## config.mk

```make
export PLATFORM = sky130hd
export DESIGN_NAME = tcw_engine
export DESIGN_NICKNAME = d
export VERILOG_FILES = /design/src/rtl/tcw_pkg.sv /design/src/rtl/tcw_engine.sv
export SDC_FILE = /design/constraint.sdc
export NUM_CORES = 1
export LEC_CHECK = 0
export BUFFER_PORTS_ARGS = -buffer_cell sky130_fd_sc_hd__buf_2
export CAP_MARGIN = 30
export CORE_UTILIZATION = 51
export CTS_CLUSTER_DIAMETER = 200
export DETAILED_ROUTE_END_ITERATION = 12
export GPL_ROUTABILITY_DRIVEN = 0
export PLACE_DENSITY = 0.74
export SYNTH_ARGS = -nofsm -noshare
export SYNTH_HDL_FRONTEND = slang
export SYNTH_SLANG_ARGS = --single-unit
```

## constraint.sdc

```tcl
create_clock -name i_clk -period 4.05 [get_ports i_clk]
set_clock_uncertainty 0.1 [all_clocks]
set_input_delay 0.405 -clock i_clk [delete_from_list [all_inputs] [get_ports i_clk]]
set_output_delay 0.405 -clock i_clk [all_outputs]
set_load 0.005 [all_outputs]
```

## src/rtl/tcw_pkg.sv

```systemverilog
// Shared types and constants of the text console character writer.
package tcw_pkg;

    localparam logic [7:0] CH_NEWLINE   = 8'd10;
    localparam logic [7:0] CH_BACKSPACE = 8'd8;
    localparam logic [7:0] CH_NULL      = 8'd0;
    localparam logic [7:0] CH_DIGIT_LO  = 8'h30;
    localparam logic [7:0] CH_DIGIT_HI  = 8'h39;
    localparam logic [7:0] PROMPT_A     = 8'h3E;
    localparam logic [7:0] PROMPT_B     = 8'h3A;
    localparam logic [7:0] AUTO_ATTR    = 8'hFF;
    localparam logic [7:0] ATTR_RESET   = 8'd7;

    localparam logic REQ_WRITE = 1'b0;
    localparam logic REQ_READ  = 1'b1;

    localparam int CFG_IDX_W = 2;
    localparam logic [CFG_IDX_W-1:0] CFG_TEXT_ATTR    = 2'd0;
    localparam logic [CFG_IDX_W-1:0] CFG_DIGIT_ATTR   = 2'd1;
    localparam logic [CFG_IDX_W-1:0] CFG_NEWLINE_ATTR = 2'd2;

    typedef struct packed {
        logic [7:0] text_attr;
        logic [7:0] digit_attr;
        logic [7:0] newline_attr;
    } t_attrs;

    typedef struct packed {
        logic [7:0]  cell_char;
        logic [7:0]  cell_attr;
        logic [10:0] cursor_pos;
        logic        scrolled;
    } t_result;

endpackage

```

## src/rtl/tcw_engine.sv

```systemverilog
// Sequencer of the console writer: clearing pass, writes, prompt, scroll sweep, reads.
module tcw_engine #(
    parameter int COLUMNS = 80,
    parameter int ROWS    = 25,
    parameter int CELLS   = COLUMNS * ROWS,
    parameter int AW      = $clog2(CELLS)
) (
    input  logic             i_clk,
    input  logic             i_rst_n,
    input  logic             i_in_valid,
    output logic             o_in_ready,
    input  logic             i_req_type,
    input  logic [7:0]       i_char_code,
    input  logic [7:0]       i_char_attr,
    input  logic [10:0]      i_cell_index,
    input  tcw_pkg::t_attrs  i_attrs,
    input  logic             i_out_free,
    output logic             o_done,
    output tcw_pkg::t_result o_result,
    output logic             o_ram_we,
    output logic [AW-1:0]    o_ram_waddr,
    output logic [15:0]      o_ram_wdata,
    output logic             o_ram_re,
    output logic [AW-1:0]    o_ram_raddr,
    input  logic [15:0]      i_ram_rdata
);

    localparam int PW   = AW + 1;
    localparam int COLW = $clog2(COLUMNS);
    localparam logic [PW-1:0]   P_COLS     = PW'(COLUMNS);
    localparam logic [PW-1:0]   P_CELLS    = PW'(CELLS);
    localparam logic [PW-1:0]   P_LAST     = PW'(CELLS - 1);
    localparam logic [PW-1:0]   P_LASTROW  = PW'(CELLS - COLUMNS);
    localparam logic [AW-1:0]   A_COLS     = AW'(COLUMNS);
    localparam logic [AW-1:0]   A_LAST     = AW'(CELLS - 1);
    localparam logic [AW-1:0]   A_LASTROW  = AW'(CELLS - COLUMNS);
    localparam logic [COLW-1:0] C_LASTCOL  = COLW'(COLUMNS - 1);

    typedef enum logic [10:0] {
        S_CLEAR    = 11'b00000000001,
        S_IDLE     = 11'b00000000010,
        S_DECODE   = 11'b00000000100,
        S_RD_WAIT  = 11'b00000001000,
        S_BS_RD    = 11'b00000010000,
        S_BS_CLR   = 11'b00000100000,
        S_PROMPT_A = 11'b00001000000,
        S_PROMPT_B = 11'b00010000000,
        S_COPY     = 11'b00100000000,
        S_BLANK    = 11'b01000000000,
        S_DONE     = 11'b10000000000
    } t_state;

    t_state          r_state, n_state;
    logic [PW-1:0]   r_ptr, n_ptr;
    logic [AW-1:0]   r_cursor, n_cursor;
    logic [AW-1:0]   r_row_base, n_row_base;
    logic [AW-1:0]   r_line_start, n_line_start;
    logic [COLW-1:0] r_col, n_col;
    logic            r_scrolled, n_scrolled;
    logic [7:0]      r_rd_char, n_rd_char;
    logic [7:0]      r_rd_attr, n_rd_attr;
    logic            r_req;
    logic [7:0]      r_char;
    logic [7:0]      r_attr;
    logic [10:0]     r_idx;

    logic            accept;
    logic            is_digit;
    logic [7:0]      auto_attr;
    logic            idx_in_range;
    logic            bs_allowed;
    logic [PW-1:0]   copy_dst;

    assign accept       = i_in_valid && o_in_ready;
    assign o_in_ready   = (r_state == S_IDLE);
    assign is_digit     = (r_char >= tcw_pkg::CH_DIGIT_LO) && (r_char <= tcw_pkg::CH_DIGIT_HI);
    assign auto_attr    = (r_attr != tcw_pkg::AUTO_ATTR) ? r_attr :
                          (is_digit ? i_attrs.digit_attr : i_attrs.text_attr);
    assign idx_in_range = (32'(r_idx) < 32'(CELLS));
    assign bs_allowed   = ({1'b0, r_cursor} > ({1'b0, r_line_start} + PW'(2)));
    assign copy_dst     = r_ptr - P_COLS - PW'(1);

    always_ff @(posedge i_clk) begin
        if (accept) begin
            r_req  <= i_req_type;
            r_char <= i_char_code;
            r_attr <= i_char_attr;
            r_idx  <= i_cell_index;
        end
    end

    always_comb begin
        n_state      = r_state;
        n_ptr        = r_ptr;
        n_cursor     = r_cursor;
        n_row_base   = r_row_base;
        n_line_start = r_line_start;
        n_col        = r_col;
        n_scrolled   = r_scrolled;
        n_rd_char    = r_rd_char;
        n_rd_attr    = r_rd_attr;
        o_ram_we     = 1'b0;
        o_ram_waddr  = r_cursor;
        o_ram_wdata  = 16'd0;
        o_ram_re     = 1'b0;
        o_ram_raddr  = r_cursor;
        o_done       = 1'b0;

        unique case (r_state)
            S_CLEAR: begin
                o_ram_we    = 1'b1;
                o_ram_waddr = r_ptr[AW-1:0];
                if (r_ptr == P_LAST) begin
                    n_state = S_IDLE;
                end else begin
                    n_ptr = r_ptr + PW'(1);
                end
            end
            S_IDLE: begin
                if (accept) begin
                    n_state    = S_DECODE;
                    n_scrolled = 1'b0;
                    n_rd_char  = 8'd0;
                    n_rd_attr  = 8'd0;
                end
            end
            S_DECODE: begin
                n_state = S_DONE;
                if (r_req == tcw_pkg::REQ_READ) begin
                    if (idx_in_range) begin
                        o_ram_re    = 1'b1;
                        o_ram_raddr = AW'(r_idx);
                        n_state     = S_RD_WAIT;
                    end
                end else if (r_char == tcw_pkg::CH_NEWLINE) begin
                    o_ram_we    = 1'b1;
                    o_ram_wdata = {i_attrs.newline_attr, 8'd0};
                    if (r_row_base == A_LASTROW) begin
                        n_scrolled = 1'b1;
                        n_ptr      = P_COLS;
                        n_state    = S_COPY;
                    end else begin
                        n_ptr        = {1'b0, r_row_base + A_COLS};
                        n_line_start = r_row_base + A_COLS;
                        n_state      = S_PROMPT_A;
                    end
                end else if (r_char == tcw_pkg::CH_BACKSPACE) begin
                    if (bs_allowed) begin
                        o_ram_re = 1'b1;
                        n_state  = S_BS_RD;
                    end
                end else if (r_char != tcw_pkg::CH_NULL) begin
                    o_ram_we    = 1'b1;
                    o_ram_wdata = {auto_attr, r_char};
                    if (r_cursor == A_LAST) begin
                        n_scrolled = 1'b1;
                        n_ptr      = P_COLS;
                        n_state    = S_COPY;
                    end else begin
                        n_cursor = r_cursor + AW'(1);
                        if (r_col == C_LASTCOL) begin
                            n_col      = '0;
                            n_row_base = r_row_base + A_COLS;
                        end else begin
                            n_col = r_col + COLW'(1);
                        end
                    end
                end
            end
            S_RD_WAIT: begin
                n_rd_char = i_ram_rdata[7:0];
                n_rd_attr = i_ram_rdata[15:8];
                n_state   = S_DONE;
            end
            S_BS_RD: begin
                o_ram_we    = 1'b1;
                o_ram_wdata = {i_attrs.text_attr, i_ram_rdata[7:0]};
                n_cursor    = r_cursor - AW'(1);
                if (r_col == '0) begin
                    n_col      = C_LASTCOL;
                    n_row_base = r_row_base - A_COLS;
                end else begin
                    n_col = r_col - COLW'(1);
                end
                n_state = S_BS_CLR;
            end
            S_BS_CLR: begin
                o_ram_we    = 1'b1;
                o_ram_wdata = {i_attrs.text_attr, 8'd0};
                n_state     = S_DONE;
            end
            S_PROMPT_A: begin
                o_ram_we    = 1'b1;
                o_ram_waddr = r_ptr[AW-1:0];
                o_ram_wdata = {i_attrs.digit_attr, tcw_pkg::PROMPT_A};
                n_state     = S_PROMPT_B;
            end
            S_PROMPT_B: begin
                o_ram_we    = 1'b1;
                o_ram_waddr = r_ptr[AW-1:0] + AW'(1);
                o_ram_wdata = {i_attrs.digit_attr, tcw_pkg::PROMPT_B};
                n_cursor    = r_ptr[AW-1:0] + AW'(2);
                n_row_base  = r_ptr[AW-1:0];
                n_col       = COLW'(2);
                n_state     = S_DONE;
            end
            S_COPY: begin
                o_ram_re    = (r_ptr != P_CELLS);
                o_ram_raddr = r_ptr[AW-1:0];
                o_ram_we    = (r_ptr != P_COLS);
                o_ram_waddr = copy_dst[AW-1:0];
                o_ram_wdata = i_ram_rdata;
                if (r_ptr == P_CELLS) begin
                    n_ptr   = P_LASTROW;
                    n_state = S_BLANK;
                end else begin
                    n_ptr = r_ptr + PW'(1);
                end
            end
            S_BLANK: begin
                o_ram_we    = 1'b1;
                o_ram_waddr = r_ptr[AW-1:0];
                o_ram_wdata = {i_attrs.text_attr, 8'd0};
                if (r_ptr == P_LAST) begin
                    n_ptr        = P_LASTROW;
                    n_line_start = A_LASTROW;
                    n_state      = S_PROMPT_A;
                end else begin
                    n_ptr = r_ptr + PW'(1);
                end
            end
            S_DONE: begin
                if (i_out_free) begin
                    o_done  = 1'b1;
                    n_state = S_IDLE;
                end
            end
            default: begin
                n_state = S_IDLE;
            end
        endcase
    end

    always_ff @(posedge i_clk) begin
        if (!i_rst_n) begin
            r_state      <= S_CLEAR;
            r_ptr        <= '0;
            r_cursor     <= '0;
            r_row_base   <= '0;
            r_line_start <= '0;
            r_col        <= '0;
            r_scrolled   <= 1'b0;
        end else begin
            r_state      <= n_state;
            r_ptr        <= n_ptr;
            r_cursor     <= n_cursor;
            r_row_base   <= n_row_base;
            r_line_start <= n_line_start;
            r_col        <= n_col;
            r_scrolled   <= n_scrolled;
        end
    end

    always_ff @(posedge i_clk) begin
        r_rd_char <= n_rd_char;
        r_rd_attr <= n_rd_attr;
    end

    assign o_result.cell_char  = r_rd_char;
    assign o_result.cell_attr  = r_rd_attr;
    assign o_result.cursor_pos = 11'(r_cursor);
    assign o_result.scrolled   = r_scrolled;

endmodule

```

==> flow_summary_export.csv, run 1 <==
group,metric,value,unit
timing,tns,0,ns
critical_path,crit_required,3.54,ns
yosys,synth_top_area_frac,0.179,
critical_path,worstReg2RegStart,"r_state[5]",
power,power_density,291,nW/um^2
clocking,clk_latency,0.36,ns
timing,period_minus_slack,3.59,ns
place,place_area,8290,sq um
clocking,cts_setup_buffers,0,
place,portBuffers,141,
floorplan,core_area,14000,sq um
clocking,clock_sink_count,108,
yosys,ys.flop_type,"dfxtp_1",
clocking,cts_tree,"yes",
global_route,grt_pass1_wl,37.6,mm
cells_and_area,antennaDiodeCount,0,
routing,wl_met2,10.9,mm
place,dp_slack,0.663,ns
yosys,ys.warnings.count,0,
min_path,worstHoldEndpoint,"r_char[4]",
yosys,synth_area_leader_cell,"edfxtp_1",
global_route,antenna_found_initial,0,
routing,met3_length,2.81,mm
floorplan,rows,43,
timing,max-slew-margin-rel,0.308,
critical_path,startpoint_type,"flop",
floorplan,initial_core_util,0.529,
timing,worst_slack,0.461,ns
timing,setup_viol,0,
cells_and_area,final_cell_area,8560,sq um
clocking,clock_path_buffers,2,
min_path,hp-class,"in2reg",
routing,ant_nets,0,
routing,vias,7757,
yosys,synth_common_cells,"94 x nand2_1, 90 x nor2_1, 67 x a21oi_1, 64 x dfxtp_1, 62 x o21ai_0",
routing,post-route-drc-count,0,
yosys,synth_area_leaders,"edfxtp_1 18%, dfxtp_1 17%, ha_1 5.4%",
clocking,hold_buffers,0,
routing,vias_per_cell,6.45,
job,max_cap_violations,0,
critical_path,ff2ff_path_depth,8,
yosys,synthesis.area,7400,sq um
clocking,clockRootBuffer,"clkbuf_16",
timing,tightest_slew,1.04,ns
critical_path,arrival,3.08,ns
routing,drt_iter0_markers,1305,
outcome,status,"finished clean",
cells_and_area,syn_to_final_growth,15.7,%
yosys,ys_types,74,
critical_path,r2r-end,"r_row_base[10]",
clocking,clk_pin_slew,0.08,ns
power,leakagePower,0.00346,uW
clocking,cts_resized,0,
critical_path,crit_fanout,12,
floorplan,ioPinCount,142,
clocking,htreeDepth,3,
timing,hold_viol_final,0,
yosys,synthMostInstantiatedCell,"nand2_1",
min_path,hold_depth,1,
power,irDropWorstVdd,0.209,mV
timing,fmax,0.279,GHz
clocking,numCtsBuffers,9,
cells_and_area,drive_gt1_frac,0.200,
timing,rsz0062_at_grt,"false",
min_path,min-delay-start,"i_char_code[4]",
yosys,synth_seq_cells,108,
critical_path,rrSetupSlack,0.57,ns
cells_and_area,fin_nets,1123,
yosys,netlist_instances,897,
floorplan,die_y,122,microns
timing,holdWs,0.114,ns
routing,met1_length,10.3,mm
yosys,ys_seq_area_frac,0.352,
yosys,async_reset_ff_frac,0,
critical_path,path_class,"reg2out",
routing,wl_per_cell,20.6,microns
yosys,synth_edf_count,44,
routing,wirelength,24.7,mm
timing,min_period_over_period,0.886,
floorplan,dieArea,15000,sq um
routing,drt_pass1_iterations,10,
floorplan,die_w,122,microns
routing,top_layer_used,"met4",
yosys,syn_avg_cell_area,8.25,sq um
critical_path,crit_path_end_kind,"output port",
global_route,grt_pass1_vias,6752,
timing,slew_violations,0,
global_route,grt.total_usage,0.332,
yosys,syn-num-nets,1002,
global_route,grt_max_degree,29,
global_route,overflow,0,
place,hpwl,18.2,mm
==> placed cells by master, fill, tap and decap left out, types with 25 or more instances in the layout <==
cell type / n
nand3_1: 29
inv_1: 32
nor2_1: 90
o21ai_0: 62
dfxtp_1: 64
nand2_1: 94
a21oi_1: 67
buf_4: 29
xnor2_1: 25
edfxtp_1: 44
nor3_1: 25
ha_1: 32
buf_2: 141
==> logic make-up (layout without fill, tap and decap cells) <==
kind of cell               after synthesis  after routing  share of synthesized area
buffers and inverters                   92            218                     0.0504
DFF                                    108            108                      0.352
xor gates and xnor gates                41             41                     0.0485
and+or+nand+nor                        342            342                      0.229
adders and majority gates               33             33                     0.0568
muxes                                   12             12                     0.0164
AOI/OAI and AO/OA                      269            269                      0.247
==> critical path, stage by stage, from the launching register on <==
cell	delay, ns
dfxtp_1	0.63
inv_1	0.23
ha_1	0.24
nand2_1	0.06
nand2_1	0.08
o21ai_0	0.28
inv_1	0.06
o21ai_0	0.43
a32oi_1	0.19
a31oi_1	0.34
buf_2	0.18
==> worst max-delay path by stage <==
stage / endpoint / startpoint / slack [ns] / cells after the start
floorplan: r_cursor[9] / r_state[0] / 0.69 / 15
global placement: r_cursor[9] / r_state[0] / 0.73 / 14
detailed placement: r_cursor[9] / r_state[0] / 0.66 / 14
CTS: o_ram_raddr[0] / r_state[5] / 0.52 / 8
global route: o_ram_waddr[10] / r_state[5] / 0.29 / 9
finish: o_ram_waddr[9] / r_ptr[2] / 0.46 / 10
==> power breakdown <==
part           switching (uW)  internal, uW  total (uW)
Combinational             266           165         431
Clock                     417           418         836
Sequential               54.0          1170        1220
==> through the flow <==
step / total power (uW) / utilization / instances
4_1_cts: 2480 / 0.612 / 1203
3_3_place_gp: 1660 / 0.593 / 1187
6_report: 2490 / 0.612 / 1203
2_1_floorplan: 1490 / - / 897
3_5_place_dp: 1660 / 0.593 / 1187
5_1_grt: 2580 / 0.612 / 1203
==> cell type report <==
| type | instances | area (sq um) |
|---|---|---|
| Tap cell | 180 | 225 |
| Timing Repair Buffer | 170 | 923 |
| Inverter | 32 | 120 |
| Multi-Input combinational cell | 697 | 4420 |
| Fill cell | 1253 | 5430 |
| Clock buffer | 10 | 229 |
| Clock inverter | 6 | 38.8 |
| Sequential cell | 108 | 2600 |
==> per-layer routing <==
metal / global-route usage / vias up
met3: 0.0767 / 64
met2: 0.491 / 507
met4: 0.112 / 0
met1: 0.473 / 3593
li1: - / 3593
met5: 0 / -
==> state kept, by name (all words and copies together) (netlist names) <==
| signal | flops |
|---|---|
| r_scrolled | 1 |
| r_cursor | 11 |
| r_state | 11 |
| r_line_start | 11 |
| r_req | 1 |
| r_rd_char | 8 |
| r_idx | 11 |
| r_rd_attr | 8 |
| r_attr | 8 |
| r_row_base | 11 |
| r_char | 8 |
| r_col | 7 |
| r_ptr | 12 |
Note: power is estimated with default switching activity, not from simulation.
==> run 2: changes to the inputs <==
- BUFFER_PORTS_ARGS: -buffer_cell sky130_fd_sc_hd__buf_2 -> -buffer_cell sky130_fd_sc_hd__clkbuf_2
- clock period: 4.05 -> 4.1 ns (I/O delays scaled with it)
==> run 2 against run 1 <==
First-iteration DRC count decreased by 27%. Design area increased by 0.28%. Sequential share of layout area decreased by 0.084 points. Worst hold slack about the same. Setup slack got worse by 0.14 ns. Power increased by 2.4%. Die area unchanged. Routed wire length decreased by 0.74%. Count of clock-buffer cells in the layout decreased by 1. Non-clock buffer count decreased by 2. Flip-flop and latch count unchanged. Sequential power about the same.
==> flow_summary_export.csv, run 2 (same netlist as run 1, synthesis figures left out) <==
group,metric,value,unit
routing,wirelength,24.6,mm
power,leakagePower,0.00345,uW
cells_and_area,drive_gt1_frac,0.201,
floorplan,rows,43,
floorplan,ioPinCount,142,
critical_path,ff2ff_path_depth,14,
clocking,clockRootBuffer,"clkbuf_16",
clocking,clock_sink_count,108,
critical_path,arrival,3.27,ns
floorplan,core_area,14000,sq um
global_route,grt_pass1_vias,7019,
cells_and_area,final_cell_area,8580,sq um
global_route,antenna_found_initial,0,
place,place_area,8280,sq um
clocking,clk_latency,0.37,ns
clocking,hold_buffers,0,
clocking,numCtsBuffers,9,
cells_and_area,largest-register,"r_ptr",
critical_path,critPathBufInv,3,
global_route,grt_max_degree,29,
critical_path,critPathTopFamily,"simple AND/OR/NAND/NOR gates",
routing,vias_per_cell,6.36,
timing,tns,0,ns
critical_path,startpoint_type,"flop",
timing,period_minus_slack,3.78,ns
cells_and_area,fin_nets,1121,
floorplan,dieArea,15000,sq um
timing,worst_slack,0.322,ns
timing,rsz0062_at_grt,"false",
global_route,grt.total_usage,0.335,
critical_path,slowest_stage,"nor4_1",
timing,hold_viol_final,0,
clocking,cts_resized,0,
critical_path,path_cells,"nor4_1, and3_1, o21ai_0, buf_4, a222oi_1, inv_1, clkbuf_2",
critical_path,critPathMaxStageDelay,0.77,ns
clocking,htreeDepth,3,
floorplan,initial_core_util,0.529,
timing,tightest_slew,0.828,ns
cells_and_area,final_cell_mix,"141 x clkbuf_2, 94 x nand2_1, 90 x nor2_1",
routing,drt_iter0_markers,951,
critical_path,crit_path_end_kind,"output port",
timing,slew_violations,0,
timing,fmax,0.265,GHz
global_route,grt_pass1_wl,38.1,mm
global_route,overflow,0,
cells_and_area,final_common_cell,"clkbuf_2",
cells_and_area,fillCellCount,1284,
cells_and_area,syn_to_final_growth,16.1,%
cells_and_area,largest_reg_flops,12,
timing,min_period_over_period,0.922,
critical_path,path_class,"reg2out",
clocking,clock_path_buffers,2,
clocking,clk_pin_slew,0.08,ns
cells_and_area,final_util,0.614,
clocking,cts_setup_buffers,0,
place,dp_slack,0.698,ns
critical_path,crit_required,3.59,ns
min_path,hp-class,"in2reg",
timing,max-slew-margin-rel,0.444,
min_path,hold_depth,1,
clocking,cts_tree,"yes",
floorplan,die_y,122,microns
cells_and_area,antennaDiodeCount,0,
timing,setup_viol,0,
routing,ant_nets,0,
routing,post-route-drc-count,0,
place,portBuffers,141,
critical_path,cp.depth,7,
routing,vias,7633,
critical_path,crit_fanout,15,
power,irDropWorstVdd,0.282,mV
power,power_density,297,nW/um^2
floorplan,die_w,122,microns
routing,drt_pass1_iterations,6,
place,hpwl,18.3,mm
outcome,status,"finished clean",
job,max_cap_violations,0,
routing,wl_per_cell,20.4,microns
[run 2: layer usage]
layer / vias to the layer above / wire (microns) / track usage
met5: - / 0 / 0
met1: 3528 / 10200 / 0.452
met4: 0 / 827 / 0.147
li1: 3585 / - / -
met3: 69 / 2920 / 0.0999
met2: 451 / 10600 / 0.492
[run 2: path summary, 6_finish.rpt]
kind	startpoint	endpoint	slack [ns]
max	r_state[5]	o_ram_raddr[0]	0.32
min	i_char_code[7]	r_char[7]	0.11
max reg2reg	r_state[1]	r_cursor[9]	0.64
min reg2reg	r_line_start[0]	r_line_start[0]	0.37
[run 2: stage by stage]
| step | power [uW] | hold slack, ns | std cells |
|---|---|---|---|
| floorplan | 1470 | 0.336 | 897 |
| global placement | 1630 | 0.351 | 1184 |
| detailed placement | 1640 | 0.355 | 1185 |
| CTS | 2540 | 0.110 | 1201 |
| global route | 2630 | 0.105 | 1201 |
| finish | 2550 | 0.115 | 1201 |
[run 2: worst reg2reg max path: cells and delay by family, from the launching register on]
kind,cells,cell delay [ns]
AOI/OAI and AO/OA,7,1.26
and+or+nand+nor,3,0.93
DFF,1,0.36
buffers and inverters,2,0.28
adders and majority gates,1,0.26
xor gates and xnor gates,1,0.16
[run 2: final cells by class]
class	instances	area, sq um	area share
multi-input cells	697	4420	0.515
well taps	180	225	0.0262
flip-flops and latches	108	2600	0.303
inverters	32	120	0.0140
clock inverters	7	81.3	0.00947
repair buffers	168	908	0.106
clock buffers	9	225	0.0262
[run 2: power by group]
group          total, uW  switching (uW)  leakage, uW  internal (uW)
clock network        921             437     0.000148            484
logic                421             258      0.00240            163
registers           1210            51.6     0.000901           1150
total               2550             746      0.00345           1800
